## src/design/sst_pkg.sv

```systemverilog
// Shared types, codes and constants for the socket slot table.
// Used by every module of the block; it depends on nothing else.
package sst_pkg;

    localparam int SLOT_DEPTH          = 32;
    localparam int SLOT_ADDR_W         = 5;
    localparam int NUM_SOCKETS_DEFAULT = 32;

    localparam logic [15:0] PORT_BASE = 16'd1024;
    localparam logic [15:0] PORT_SPAN = 16'd64000;

    // Round-trip class of each slot: one plus the slot index modulo five.
    localparam logic [2:0] DELAY_TABLE [SLOT_DEPTH] = '{
        3'd1, 3'd2, 3'd3, 3'd4, 3'd5, 3'd1, 3'd2, 3'd3,
        3'd4, 3'd5, 3'd1, 3'd2, 3'd3, 3'd4, 3'd5, 3'd1,
        3'd2, 3'd3, 3'd4, 3'd5, 3'd1, 3'd2, 3'd3, 3'd4,
        3'd5, 3'd1, 3'd2, 3'd3, 3'd4, 3'd5, 3'd1, 3'd2
    };

    typedef enum logic [2:0] {
        OP_CONNECT = 3'd0,
        OP_SEND    = 3'd1,
        OP_RECEIVE = 3'd2,
        OP_CLOSE   = 3'd3,
        OP_DGRAM   = 3'd4,
        OP_PING    = 3'd5
    } op_t;

    typedef enum logic [1:0] {
        ST_OK   = 2'd0,
        ST_FULL = 2'd1,
        ST_BAD  = 2'd2
    } status_t;

    typedef enum logic [8:0] {
        S_IDLE = 9'b000000001,
        S_FIND = 9'b000000010,
        S_PORT = 9'b000000100,
        S_WRAP = 9'b000001000,
        S_SEQ  = 9'b000010000,
        S_TXP  = 9'b000100000,
        S_TXB  = 9'b001000000,
        S_RXP  = 9'b010000000,
        S_DONE = 9'b100000000
    } state_t;

    typedef struct packed {
        logic [31:0] remote_address;
        logic [15:0] remote_port;
        logic [15:0] local_port;
        logic [2:0]  delay_class;
        logic [31:0] sequence_count;
    } slot_entry_t;

    // Everything the shared adder may take as an operand.
    typedef struct packed {
        logic [SLOT_DEPTH-1:0] open_vec;
        logic [15:0]           port_counter;
        logic [31:0]           sequence_count;
        logic [31:0]           pkt_out_total;
        logic [31:0]           byte_out_total;
        logic [31:0]           pkt_in_total;
        logic [31:0]           amount;
        logic                  rx_by_amount;
    } operands_t;

endpackage

```

## src/design/sst_slot_mem.sv

```systemverilog
// Per-slot record store: one write port and one registered read port.
// Depends on sst_pkg for the entry type and the depth.
module sst_slot_mem (
    input  logic                             clk,
    input  logic                             wr_en,
    input  logic [sst_pkg::SLOT_ADDR_W-1:0]  wr_addr,
    input  sst_pkg::slot_entry_t             wr_data,
    input  logic                             rd_en,
    input  logic [sst_pkg::SLOT_ADDR_W-1:0]  rd_addr,
    output sst_pkg::slot_entry_t             rd_data
);
    import sst_pkg::*;

    slot_entry_t mem [SLOT_DEPTH];

    always_ff @(posedge clk)
    begin
        if (wr_en)
        begin
            mem[wr_addr] <= wr_data;
        end
    end

    always_ff @(posedge clk)
    begin
        if (rd_en)
        begin
            rd_data <= mem[rd_addr];
        end
    end

endmodule

```

## src/design/sst_add_unit.sv

```systemverilog
// The one 32-bit adder of the block, with its operand selection by sequencer step.
// Depends on sst_pkg for the step codes and the operand bundle.
module sst_add_unit (
    input  sst_pkg::state_t    state,
    input  sst_pkg::operands_t ops,
    output logic [31:0]        sum
);
    import sst_pkg::*;

    logic [31:0] op_a;
    logic [31:0] op_b;

    always_comb
    begin
        unique case (state)
            S_FIND:
            begin
                op_a = 32'(ops.open_vec);
                op_b = 32'd1;
            end
            S_PORT:
            begin
                op_a = {16'd0, ops.port_counter};
                op_b = {16'd0, PORT_BASE};
            end
            S_WRAP:
            begin
                op_a = {16'd0, ops.port_counter};
                op_b = 32'd1;
            end
            S_SEQ:
            begin
                op_a = ops.sequence_count;
                op_b = ops.amount;
            end
            S_TXP:
            begin
                op_a = ops.pkt_out_total;
                op_b = 32'd1;
            end
            S_TXB:
            begin
                op_a = ops.byte_out_total;
                op_b = ops.amount;
            end
            S_RXP:
            begin
                op_a = ops.pkt_in_total;
                op_b = ops.rx_by_amount ? ops.amount : 32'd1;
            end
            default:
            begin
                op_a = 32'd0;
                op_b = 32'd0;
            end
        endcase
    end

    assign sum = op_a + op_b;

endmodule

```

## src/design/socket_slot_table.sv

```systemverilog
// Top level of the socket slot table: sequencer, slot flags, counters and result register.
// Depends on sst_pkg, sst_slot_mem and sst_add_unit.
//
// The socket slot table keeps up to NUM_SOCKETS connection slots and three shared
// traffic counters. Each input item is one request: connect, stream send, stream
// receive, close, datagram send or ping, and each request gives exactly one result
// item that carries a status, the operation's own outputs and the counter values as
// they stand after the request. One request is in the block at a time: in_stall is
// high from the cycle after an item is accepted until its result has been taken.
// All arithmetic runs through a single 32-bit adder that a small sequencer steps
// through one add per cycle: each request takes one step per add it needs, then
// a result step. A connect steps through free-slot search, local port, port counter
// wrap, packet counter and result, or search and result when no slot is free. A
// stream send steps through sequence count, packets, bytes and result, a datagram
// send packets, bytes and result, receive and ping a receive count and result, close
// packets and result, and a rejected request or an unknown operation code only the
// result. The free-slot search itself is an add: adding one to the open flags, with
// slots beyond NUM_SOCKETS counted as open, leaves the lowest closed slot as the
// only bit that both the sum and the inverted flags hold. The per-slot records live
// in a small memory with a registered read, which is why a stream send reads its
// slot while it is being accepted. No clearing pass is needed after reset: records
// are not reset, and a record is used only after a connect has written it.
module socket_slot_table #(
    parameter int NUM_SOCKETS = sst_pkg::NUM_SOCKETS_DEFAULT
) (
    input  logic        clk,
    input  logic        rst_n,
    input  logic        in_valid,
    output logic        in_stall,
    input  logic [2:0]  operation,
    input  logic [5:0]  slot_index,
    input  logic [31:0] remote_address,
    input  logic [15:0] remote_port,
    input  logic [31:0] amount,
    output logic        out_valid,
    input  logic        out_stall,
    output logic [1:0]  status,
    output logic [4:0]  granted_slot,
    output logic [31:0] returned_value,
    output logic [15:0] local_port,
    output logic [2:0]  delay_class,
    output logic [31:0] sequence_now,
    output logic [31:0] sent_packets,
    output logic [31:0] received_packets,
    output logic [31:0] sent_bytes
);
    import sst_pkg::*;

    // Slots at or above NUM_SOCKETS look permanently open to the search.
    function automatic logic [SLOT_DEPTH-1:0] build_mask();
        logic [SLOT_DEPTH-1:0] m;
        m = '0;
        for (int i = 0; i < SLOT_DEPTH; i++)
        begin
            m[i] = (i >= NUM_SOCKETS);
        end
        return m;
    endfunction

    // Index of the single set bit of a one-hot vector.
    function automatic logic [SLOT_ADDR_W-1:0] onehot_index(input logic [SLOT_DEPTH-1:0] v);
        logic [SLOT_ADDR_W-1:0] idx;
        idx = '0;
        for (int i = 0; i < SLOT_DEPTH; i++)
        begin
            if (v[i])
            begin
                idx = idx | SLOT_ADDR_W'(i);
            end
        end
        return idx;
    endfunction

    localparam logic [SLOT_DEPTH-1:0] SLOT_MASK    = build_mask();
    localparam logic [6:0]            NUM_SOCKETS_W = 7'(NUM_SOCKETS);

    state_t                 state_reg, state_next;
    logic [SLOT_DEPTH-1:0]  open_reg, open_next;
    logic [15:0]            port_counter_reg, port_counter_next;
    logic [31:0]            tx_pkt_reg, tx_pkt_next;
    logic [31:0]            rx_pkt_reg, rx_pkt_next;
    logic [31:0]            tx_bytes_reg, tx_bytes_next;

    // Request and result payload registers.
    logic [2:0]             op_reg, op_next;
    logic [SLOT_ADDR_W-1:0] slot_reg, slot_next;
    logic [31:0]            amount_reg, amount_next;
    logic [31:0]            raddr_reg, raddr_next;
    logic [15:0]            rport_reg, rport_next;
    status_t                status_reg, status_next;
    logic [4:0]             granted_reg, granted_next;
    logic [31:0]            retval_reg, retval_next;
    logic [15:0]            lport_reg, lport_next;
    logic [2:0]             dclass_reg, dclass_next;
    logic [31:0]            seqnow_reg, seqnow_next;

    logic                   in_accept;
    logic                   index_ok;
    logic                   slot_is_open;
    logic [SLOT_DEPTH-1:0]  search_vec;
    logic [SLOT_DEPTH-1:0]  free_onehot;
    logic [SLOT_ADDR_W-1:0] free_index;
    logic [31:0]            sum;
    operands_t              ops;
    logic                   mem_wr_en;
    slot_entry_t            mem_wr_data;
    slot_entry_t            mem_rd_data;

    assign in_stall  = (state_reg != S_IDLE);
    assign out_valid = (state_reg == S_DONE);
    assign in_accept = in_valid && !in_stall;

    assign index_ok     = ({1'b0, slot_index} < NUM_SOCKETS_W);
    assign slot_is_open = open_reg[slot_index[SLOT_ADDR_W-1:0]];

    assign search_vec  = open_reg | SLOT_MASK;
    assign free_onehot = ~search_vec & sum[SLOT_DEPTH-1:0];
    assign free_index  = onehot_index(free_onehot);

    always_comb
    begin
        ops.open_vec       = search_vec;
        ops.port_counter   = port_counter_reg;
        ops.sequence_count = mem_rd_data.sequence_count;
        ops.pkt_out_total  = tx_pkt_reg;
        ops.byte_out_total = tx_bytes_reg;
        ops.pkt_in_total   = rx_pkt_reg;
        ops.amount         = amount_reg;
        ops.rx_by_amount   = (op_reg == OP_PING);
    end

    sst_add_unit u_add (
        .state (state_reg),
        .ops   (ops),
        .sum   (sum)
    );

    // The slot record is read while a request is taken, so a send finds it ready.
    sst_slot_mem u_mem (
        .clk     (clk),
        .wr_en   (mem_wr_en),
        .wr_addr (slot_reg),
        .wr_data (mem_wr_data),
        .rd_en   (in_accept),
        .rd_addr (slot_index[SLOT_ADDR_W-1:0]),
        .rd_data (mem_rd_data)
    );

    always_comb
    begin
        state_next        = state_reg;
        open_next         = open_reg;
        port_counter_next = port_counter_reg;
        tx_pkt_next       = tx_pkt_reg;
        rx_pkt_next       = rx_pkt_reg;
        tx_bytes_next     = tx_bytes_reg;
        op_next           = op_reg;
        slot_next         = slot_reg;
        amount_next       = amount_reg;
        raddr_next        = raddr_reg;
        rport_next        = rport_reg;
        status_next       = status_reg;
        granted_next      = granted_reg;
        retval_next       = retval_reg;
        lport_next        = lport_reg;
        dclass_next       = dclass_reg;
        seqnow_next       = seqnow_reg;
        mem_wr_en         = 1'b0;
        mem_wr_data       = mem_rd_data;

        unique case (state_reg)
            S_IDLE:
            begin
                if (in_accept)
                begin
                    op_next      = operation;
                    slot_next    = slot_index[SLOT_ADDR_W-1:0];
                    amount_next  = amount;
                    raddr_next   = remote_address;
                    rport_next   = remote_port;
                    status_next  = ST_OK;
                    granted_next = '0;
                    retval_next  = '0;
                    lport_next   = '0;
                    dclass_next  = '0;
                    seqnow_next  = '0;
                    case (operation)
                        OP_CONNECT:
                        begin
                            state_next = S_FIND;
                        end
                        OP_SEND:
                        begin
                            if (index_ok && slot_is_open)
                            begin
                                retval_next = amount;
                                state_next  = S_SEQ;
                            end
                            else
                            begin
                                status_next = ST_BAD;
                                state_next  = S_DONE;
                            end
                        end
                        OP_RECEIVE:
                        begin
                            if (index_ok && slot_is_open)
                            begin
                                state_next = S_RXP;
                            end
                            else
                            begin
                                status_next = ST_BAD;
                                state_next  = S_DONE;
                            end
                        end
                        OP_CLOSE:
                        begin
                            // Closing a slot that is already closed still succeeds.
                            if (index_ok)
                            begin
                                open_next[slot_index[SLOT_ADDR_W-1:0]] = 1'b0;
                                state_next = S_TXP;
                            end
                            else
                            begin
                                status_next = ST_BAD;
                                state_next  = S_DONE;
                            end
                        end
                        OP_DGRAM:
                        begin
                            retval_next = amount;
                            state_next  = S_TXP;
                        end
                        OP_PING:
                        begin
                            retval_next = amount;
                            state_next  = S_RXP;
                        end
                        default:
                        begin
                            status_next = ST_BAD;
                            state_next  = S_DONE;
                        end
                    endcase
                end
            end
            S_FIND:
            begin
                if (|free_onehot)
                begin
                    open_next[free_index] = 1'b1;
                    slot_next             = free_index;
                    granted_next          = 5'(free_index);
                    dclass_next           = DELAY_TABLE[free_index];
                    state_next            = S_PORT;
                end
                else
                begin
                    status_next = ST_FULL;
                    state_next  = S_DONE;
                end
            end
            S_PORT:
            begin
                lport_next = sum[15:0];
                state_next = S_WRAP;
            end
            S_WRAP:
            begin
                port_counter_next = (sum[15:0] >= PORT_SPAN) ? 16'd0 : sum[15:0];
                mem_wr_en                  = 1'b1;
                mem_wr_data.remote_address = raddr_reg;
                mem_wr_data.remote_port    = rport_reg;
                mem_wr_data.local_port     = lport_reg;
                mem_wr_data.delay_class    = dclass_reg;
                mem_wr_data.sequence_count = '0;
                state_next = S_TXP;
            end
            S_SEQ:
            begin
                mem_wr_en                  = 1'b1;
                mem_wr_data.sequence_count = sum;
                seqnow_next                = sum;
                state_next                 = S_TXP;
            end
            S_TXP:
            begin
                tx_pkt_next = sum;
                if (op_reg == OP_SEND || op_reg == OP_DGRAM)
                begin
                    state_next = S_TXB;
                end
                else
                begin
                    state_next = S_DONE;
                end
            end
            S_TXB:
            begin
                tx_bytes_next = sum;
                state_next    = S_DONE;
            end
            S_RXP:
            begin
                rx_pkt_next = sum;
                state_next  = S_DONE;
            end
            S_DONE:
            begin
                if (!out_stall)
                begin
                    state_next = S_IDLE;
                end
            end
            default:
            begin
                state_next = S_IDLE;
            end
        endcase
    end

    always_ff @(posedge clk or negedge rst_n)
    begin
        if (!rst_n)
        begin
            state_reg        <= S_IDLE;
            open_reg         <= '0;
            port_counter_reg <= '0;
            tx_pkt_reg       <= '0;
            rx_pkt_reg       <= '0;
            tx_bytes_reg     <= '0;
        end
        else
        begin
            state_reg        <= state_next;
            open_reg         <= open_next;
            port_counter_reg <= port_counter_next;
            tx_pkt_reg       <= tx_pkt_next;
            rx_pkt_reg       <= rx_pkt_next;
            tx_bytes_reg     <= tx_bytes_next;
        end
    end

    always_ff @(posedge clk)
    begin
        op_reg      <= op_next;
        slot_reg    <= slot_next;
        amount_reg  <= amount_next;
        raddr_reg   <= raddr_next;
        rport_reg   <= rport_next;
        status_reg  <= status_next;
        granted_reg <= granted_next;
        retval_reg  <= retval_next;
        lport_reg   <= lport_next;
        dclass_reg  <= dclass_next;
        seqnow_reg  <= seqnow_next;
    end

    assign status           = status_reg;
    assign granted_slot     = granted_reg;
    assign returned_value   = retval_reg;
    assign local_port       = lport_reg;
    assign delay_class      = dclass_reg;
    assign sequence_now     = seqnow_reg;
    assign sent_packets     = tx_pkt_reg;
    assign received_packets = rx_pkt_reg;
    assign sent_bytes       = tx_bytes_reg;

`ifndef SYNTHESIS
    // An accepted request always leaves the idle state on the next cycle.
    assert property (@(posedge clk) disable iff (!rst_n)
        in_accept |=> state_reg != S_IDLE)
        else $error("request accepted but sequencer stayed idle");

    // The packet step adds exactly one.
    assert property (@(posedge clk) disable iff (!rst_n)
        state_reg == S_TXP |=> tx_pkt_reg == $past(tx_pkt_reg) + 32'd1)
        else $error("transmit packet counter stepped wrongly");

    // A full report means every usable slot really is open.
    assert property (@(posedge clk) disable iff (!rst_n)
        (out_valid && status_reg == ST_FULL) |-> &(open_reg | SLOT_MASK))
        else $error("full reported while a slot was free");

    // Open flags change only during the search or when a close is taken.
    assert property (@(posedge clk) disable iff (!rst_n)
        !$stable(open_reg) |-> ($past(state_reg) == S_FIND || $past(state_reg) == S_IDLE))
        else $error("open flags changed outside search or close");
`endif

endmodule

```

## config.mk

```make
export PLATFORM = sky130hd
export DESIGN_NAME = socket_slot_table
export DESIGN_NICKNAME = d
export VERILOG_FILES = /design/src/design/sst_pkg.sv /design/src/design/sst_slot_mem.sv /design/src/design/sst_add_unit.sv /design/src/design/socket_slot_table.sv
export SDC_FILE = /design/constraint.sdc
export NUM_CORES = 2
export LEC_CHECK = 0
export BUFFER_PORTS_ARGS = -buffer_cell sky130_fd_sc_hd__buf_2
export CAP_MARGIN = 20
export CORE_ASPECT_RATIO = 1.1
export CORE_MARGIN = 3
export CORE_UTILIZATION = 37
export CTS_CLUSTER_DIAMETER = 150
export DETAILED_ROUTE_END_ITERATION = 10
export PLACE_DENSITY_LB_ADDON = 0.1
export RECOVER_POWER = 25
export SLEW_MARGIN = 10
export SYNTH_ARGS = -nofsm -noshare
export SYNTH_HDL_FRONTEND = slang
export SYNTH_SLANG_ARGS = --single-unit
```

## constraint.sdc

```tcl
create_clock -name clk -period 6.8 [get_ports clk]
set_clock_uncertainty 0.2 [all_clocks]
set_input_delay 1.36 -clock clk [delete_from_list [all_inputs] [get_ports clk]]
set_output_delay 1.36 -clock clk [all_outputs]
set_load 0.005 [all_outputs]
```

# Word level (Yosys, flattened, before mapping)
# Memories as Yosys holds them, arrays and structs flattened. A register that Yosys moved wholly into a read port is not among the register bits.
# Cells that the tools add are included.
[classes]
addsub = 1
magnitude_cmp = 7
n_eq_ne = 24
muxes = 139
bitwise = 6
n_reduce_logical = 25
[ops]
columns = ["op", "n"]
rows = [
  ["two-way mux 32 bit", 26],
  ["one-hot mux 32 bit (2 select lines)", 4],
  ["two-way mux 9 bit", 22],
  ["one-hot mux 32 bit (6 select lines)", 1],
  ["one-hot mux 32 bit (4 select lines)", 1],
  ["two-way mux 5 bit", 22],
  ["two-way mux 16 bit", 5],
  ["two-way mux 67 bit", 1],
  ["bitwise AND 32 bit", 2],
  ["NOT 32 bit", 2],
  ["one-hot mux 9 bit (7 select lines)", 1],
  ["one-hot mux 9 bit (6 select lines)", 1],
  ["two-way mux 2 bit", 19],
  ["two-way mux 3 bit", 12],
  ["adder 32 bit", 1],
  ["two-way mux 4 bit", 8],
  ["OR 32 bit", 1],
  ["one-hot mux 16 bit (2 select lines)", 1],
  ["OR reduction 32 bit", 1],
  ["one-hot mux 5 bit (2 select lines)", 2],
  [">= comparator 16 bit (second input constant)", 1],
  ["equality test 3 bit (second input constant)", 4],
  ["less-than comparator 5 x 6 -> 1 bit (second input constant)", 2],
  ["demux 1 bit (select 5 bit)", 2],
  ["33 further kinds", 60],
]
[word_totals]
register_bits = 331
ramBits = 3168
rom_bits = 96
in_bits = 93
output_inout_bits = 188
word_cells = 221
mem_count = 2
[mem_list]
columns = ["name", "depth", "width", "rd", "rd_ports_with_merged_regs", "write_ports", "line", "rtl"]
rows = [
  ["u_mem.mem", 32, 99, 1, 1, 1, "sst_slot_mem.sv:14", "slot_entry_t mem [SLOT_DEPTH];"],
  ["(name not given)", 32, 3, 1, 0, 0, "socket_slot_table.sv:256", "dclass_next = DELAY_TABLE[free_index];"],
]

# Longest topological paths before layout
[depth]
word_depth = 44
ltp_mapped = 26
mapped_depth_nobuf = 23

# Modules after synthesis
# From an unflattened synthesis, not the netlist that was laid out.
[unflattened]
cells_unflattened = 7526
area_unflattened_um2 = 141101.6
[by_module_without_submodules]
columns = ["module", "n_inst", "cells_each", "area_per_inst_um2", "seq_area_each_um2"]
rows = [
  ["sst_slot_mem", 1, 5792, 123333.3, 98104.1],
  ["socket_slot_table", 1, 1268, 14706.6, 9175.0],
  ["sst_add_unit", 1, 466, 3061.7, 0.0],
]

# Least setup slack after synthesis
# No wires, ideal clock.
[synth_timing]
kind = "register to register"
start = "register state_reg[1]"
end = "register dclass_reg[0] (netlist: delay_class[0]), enable pin"
setup_ps = 401
arrival_ps = 5431
required_ps = 6199
setup_slack_ps = 768
path_stages_with_launch = 19
path_buffers = 2
synth_period_minus_slack_ps = 6032
path_cell_list = "dfrtp_1 > nor4_2 > nand2_1 > nor3_1 > clkbuf_1 > a22oi_1 > nand3_1 > ha_1 > and3_1 > a221o_1 > a211oi_2 > a21oi_1 > xnor2_1 > o22a_1 > and4b_2 > and4_1 > buf_4 > and2_1 > o21ai_0"
[synth_between]
elab_chain_len = 8
word_cells_on_any_way = 23
cone_classes = "1 x add/sub; 11 x eq/ne; 2 x mux; 1 x bitwise; 8 x reduce/logical"
[synth_rtl]
columns = ["element", "line", "rtl"]
rows = [
  ["from (decl)", "socket_slot_table.sv:77", "state_t state_reg, state_next;"],
  ["from (signal assigned)", "socket_slot_table.sv:337", "state_reg <= state_next;"],
  ["equality test 9 x 2 -> 1 bit, or another cell as far along", "sst_add_unit.sv:15, socket_slot_table.sv:171", ""],
  ["OR reduction 3 bit (no source line) / OR reduction 2 bit (equally long branches)", "--", ""],
  ["one-hot mux 32 bit (4 select lines) / one-hot mux 32 bit (6 select lines) (equally long branches)", "sst_add_unit.sv:15", "unique case (state)"],
  ["adder 32 bit", "sst_add_unit.sv:59", "assign sum = op_a + op_b;"],
  ["bitwise AND 32 bit", "socket_slot_table.sv:117", "assign free_onehot = ~search_vec & sum[SLOT_DEPTH-1:0];"],
  ["OR reduction 32 bit", "socket_slot_table.sv:251", "if (|free_onehot)"],
  ["inequality test 2 bit (no source line)", "--", ""],
  ["AND reduction 3 bit (no source line) *", "--", ""],
  ["to (signal assigned)", "socket_slot_table.sv:357", "dclass_reg <= dclass_next;"],
  ["to (decl)", "socket_slot_table.sv:94", "logic [2:0] dclass_reg, dclass_next;"],
]
# Every way passes the cells marked *; elsewhere a longest branch is shown, timed or not.
# A chain may end at the register's enable or synchronous reset.

# Worst setup path in the final report
[layout_timing]
start = "register state_reg[0]"
end = "register dclass_reg[0] (netlist: delay_class[0]), data pin"
[layout_between]
word_cells_on_any_way = 53
cone_classes = "1 x add/sub; 8 x eq/ne; 38 x mux; 2 x bitwise; 3 x reduce/logical; 1 x memory"
[layout_lines]
columns = ["element", "line", "rtl"]
rows = [
  ["equality test 9 x 2 -> 1 bit, or another cell as far along", "sst_add_unit.sv:15", ""],
  ["OR reduction 3 bit (no source line) / OR reduction 2 bit (equally long branches)", "--", ""],
  ["one-hot mux 32 bit (4 select lines) / one-hot mux 32 bit (6 select lines) (equally long branches)", "sst_add_unit.sv:15", ""],
  ["adder 32 bit *", "sst_add_unit.sv:59", ""],
  ["bitwise AND 32 bit *", "socket_slot_table.sv:117", ""],
  ["two-way mux 2 bit (2 in series)", "socket_slot_table.sv:66", "if (v[i])"],
  ["two-way mux 3 bit (4 in series)", "socket_slot_table.sv:66", ""],
  ["two-way mux 4 bit (8 in series)", "socket_slot_table.sv:66", ""],
  ["two-way mux 5 bit (15 in series)", "socket_slot_table.sv:66", ""],
  ["two-way mux 5 bit *", "socket_slot_table.sv:66", ""],
  ["named net free_index[1]", "socket_slot_table.sv:102", "logic [SLOT_ADDR_W-1:0] free_index;"],
  ["NOT 5 -> 6 bit (not written as such) *", "socket_slot_table.sv:256", ""],
  ["memory read (32 x 3 bit) *", "--", ""],
  ["two-way mux 3 bit (not written as such) * (2 in series)", "socket_slot_table.sv:256", ""],
  ["two-way mux 3 bit *", "socket_slot_table.sv:251", ""],
  ["two-way mux 3 bit *", "socket_slot_table.sv:171", "unique case (state_reg)"],
  ["one-hot mux 3 bit (2 select lines) *", "socket_slot_table.sv:171", ""],
]
# The timed path passes the listed nets; every way through them passes the cells marked *. The select of a mux whose other input is x is not followed.

==> results.md <==
* Clk network pwr share at approximately 39%
* Hold Slack at 0.2690 ns
* CTS tree: yes
* Ys flop type: edfxtp_1
* Fillers at 13030
* Num CTS Buffers at 142
* Area added between synthesis and finish at 14.53%
* Shortest period the worst path allows at 6.561 ns
* Worst skew pair latency at 0.78 ns
* Final Hold Fails at 0
* Largest net degree at the start of global routing at approximately 120
* Vias per cell at 5.757
* Core area at between 100000 and 150000 µm²
* Leakage at 20.66 nW
* Largest register FFs at between 1000 and 1500
* Hpwl dp at 107.5 mm
* Ys async rst share at 11.43%
* Max VDD drop at 192.2 µV
* Post-route ant nets at 0
* Cells along the critical path: nor4_4, nand2_2, nor4_1, buf_12, a22oi_1, nand3_1, ha_1, fa_1, a21o_2, a221o_1, a211oi_4, a21oi_1, xnor2_1, nor2_1, nor4_1, buf_4, and4_1, inv_1, ha_1, nand3_1, o21ai_0, o221a_1, o21a_1
* Layout cells sized above 1 at 20.99%
* Gpl congestion at around 0.91
* Worst Setup Slack, final at around 0.24 ns
* Synthesized flop and latch total at 1339
* Via count at 31490
* CP Launch Type: register
* Power share of the sequential group at 51.9%
* Failing checks: max-capacitance violations, max-slew violations
* Final setup fails at 0
* Post-synth EDFFs at 1186
* Total Nets Final at between 3000 and 4000
* Net switching fraction of the power at 24.34%
* CTS Root Buffer Type: clkbuf_16
* Synth Area per Inst at 17.28 µm²
* Run status: finished with violations
* Worst-margin pin slew at between 5 and 6 ns
* Max-Slew Margin vs Limit at -265.9%
* Vias in the first global route at 32220
* Clk slew on worst S/H paths at 0.06 ns
* Syn Nets at about 3300
* Worst endpoint data arrival time at 6.88 ns
* Fmax at between 150 and 200 MHz
* Critical path's slowest cell: dfstp_2
* Syn Inst Count at 3172
* Fin crit share at 96.48%
* Largest stage delay, worst path at 0.60 ns
* Die Height at slightly above 400 µm
* Reg2reg start: state_reg[0]$_DFFE_PN1P_
* Synth Cell Area at 54810 µm²
* Unrepaired setup endpoints after global routing: false
* Internal at 0.01465 W
* Clock Sinks at 1339
* GRT Overall Usage at 22.25%
* Fin Setup TNS at 0 ns
* Clock buffer depth at 3
* Synth cell types at 102
* Max Cap Viol at 19
* Initial core utilization at 37.39%
* Antenna violations before repair at 8
* DR pass1 iterations at 7
* Die W at 373.0 µm
* Final WL at 171.2 mm
* Worst Path Required at 7.11 ns
* Hold_sp: op_reg[1]$_DFFE_PP_
* Input/output buffers at 232
* First-pass GRT wire length at 243.4 mm
* Dpl ws at 0.2132 ns
* Biggest register: u_mem.mem
* Routed len/inst at ~31 µm
* FP Rows at 147
* Cell Pwr Density at between 300 and 400 nW/µm²
* Die area at 152800 µm²
* Setup CP Type: reg2reg
* Grt total ovfl at 0
* Count of final max-slew check failures at slightly above 700
* Crit end category: register
* Switching power of the nets at about 0.0047 W
* Seq/Total Area, Yosys at roughly 72%
* Drc violations at 0
* CP startpoint: state_reg[0]$_DFFE_PN1P_
* CP Max Fanout at 33
* IO Pins at 281
* Yosys warnings at 0
* Comb power frac at 8.8%
* Worst hold path type: reg2reg
* Starting DRC count in detailed routing at 3052
* H-tree depth at 4
==> cells in the mapped netlist, drive strengths merged, types with 15 or more instances <==
library cell | n | area share [%]
nor2 | 137 | 0.95
nand3 | 38 | 0.36
a222oi | 15 | 0.27
edfxtp | 1186 | 65
ha | 37 | 0.84
o21ai | 198 | 1.8
clkbuf | 138 | 0.95
nand2 | 205 | 1.4
inv | 20 | 0.14
dfrtp | 152 | 6.9
nor3 | 22 | 0.20
buf | 133 | 1.6
mux4 | 264 | 11
a21o | 49 | 0.67
a22oi | 194 | 2.7
nand4 | 47 | 0.54
a21oi | 41 | 0.40
and2 | 72 | 0.82
==> per-layer routing <==
layer	GRT usage, %	up-vias	share of wire (%)
met1	29.33	16840	41
met4	7.485	4	3.3
met5	0	-	0.016
met3	3.818	262	5.9
met2	37.42	1191	49
li1	-	13200	-
==> logic make-up (layout without fill, tap and decap cells) <==
logic type / Yosys count / after routing / synth area share [%]
flip-flops: 1339 / 1339 / 71.97
AND/OR/NAND/NOR: 613 / 613 / 5.595
AO/OA/AOI/OAI: 605 / 605 / 7.588
buffers and inverters: 291 / 649 / 2.694
multiplexers: 267 / 267 / 10.91
adder cells (fa/ha/maj): 38 / 38 / 0.8812
XOR/XNOR: 19 / 19 / 0.3653
other: 0 / 3 / 0
==> worst paths after layout <==
kind	endpoint	slack, ns	depth (start not counted)
setup / recovery	delay_class[0]$_SDFFCE_PP0P_	0.24	23
hold reg to reg	state_reg[6]$_DFFE_PN0P_	0.27	1
setup reg to reg	delay_class[0]$_SDFFCE_PP0P_	0.24	23
max in group asynchronous	open_reg[9]$_DFFE_PN0P_	0.90	1
hold / removal	state_reg[6]$_DFFE_PN0P_	0.27	1
min in group asynchronous	sent_bytes[15]$_DFFE_PN0N_	2.36	1
==> power groups by stage <==
stage / combinational (W) / sequential [W] / clock (W)
after floorplan: 0.000904 / 0.0101 / 0
after global placement: 0.00166 / 0.0102 / 0
after detailed placement: 0.00173 / 0.0102 / 0
after CTS: 0.00174 / 0.0100 / 0.00782
after global routing: 0.00186 / 0.0101 / 0.00811
final: 0.00170 / 0.0101 / 0.00761
==> critical path: cells and delay by family, from the launching register on <==
family / cells / cell delay (ns)
XOR/XNOR: 1 / 0.29
AND/OR/NAND/NOR: 8 / 1.38
flip-flops: 1 / 0.60
adder cells (fa/ha/maj): 3 / 1.11
buffers and inverters: 3 / 0.50
AO/OA/AOI/OAI: 8 / 2.20
==> stage by stage <==
stage / utilization (%) / instances / cell area [µm²] / total power [W]
4_1_cts: 43.00 / 5463 / 63030 / 0.01959
2_1_floorplan: - / 3172 / 54810 / 0.01098
3_5_place_dp: 39.89 / 5209 / 58480 / 0.01193
6_report: 42.82 / 5470 / 62770 / 0.01937
3_3_place_gp: 39.87 / 5207 / 58440 / 0.01186
5_1_grt: 42.82 / 5467 / 62760 / 0.02005
==> placed cells by master (no fill, tap or decap), drive strengths merged, types with 9 or more instances in the layout <==
master | Yosys | final
edfxtp | 1186 | 1186
clkbuf | 138 | 365
mux4 | 264 | 264
nand2 | 205 | 205
o21ai | 198 | 198
a22oi | 194 | 194
buf | 133 | 190
dfrtp | 152 | 152
nor2 | 137 | 137
and2 | 72 | 72
clkinv | 0 | 59
a21o | 49 | 49
nand4 | 47 | 47
a21oi | 41 | 41
nand3 | 38 | 38
ha | 37 | 37
inv | 20 | 24
nor3 | 22 | 22
a222oi | 15 | 15
and3 | 14 | 14
or3 | 14 | 14
xnor2 | 13 | 13
a211oi | 12 | 12
nand3b | 11 | 11
nor4 | 10 | 10
bufinv | 0 | 9
==> final cells by class <==
cell class / count / area [µm²] / share of cell area (%)
clock buffers: 180 / 3885 / 6.189
repair buffers: 375 / 2118 / 3.375
flip-flops and latches: 1339 / 39440 / 62.84
clock inverters: 74 / 661.9 / 1.054
well taps: 1937 / 2424 / 3.861
inverters: 20 / 76.32 / 0.1216
multi-input cells: 1542 / 14150 / 22.55
diodes: 3 / 7.507 / 0.01196
==> repair_timing <==
action | CTS | global route
setup buffers | 0 | 0
gates resized for setup | 0 | 8
endpoints found under the setup margin | 0 | 43
hold buffers | 0 | 0
(Power assumes the default switching activity.)
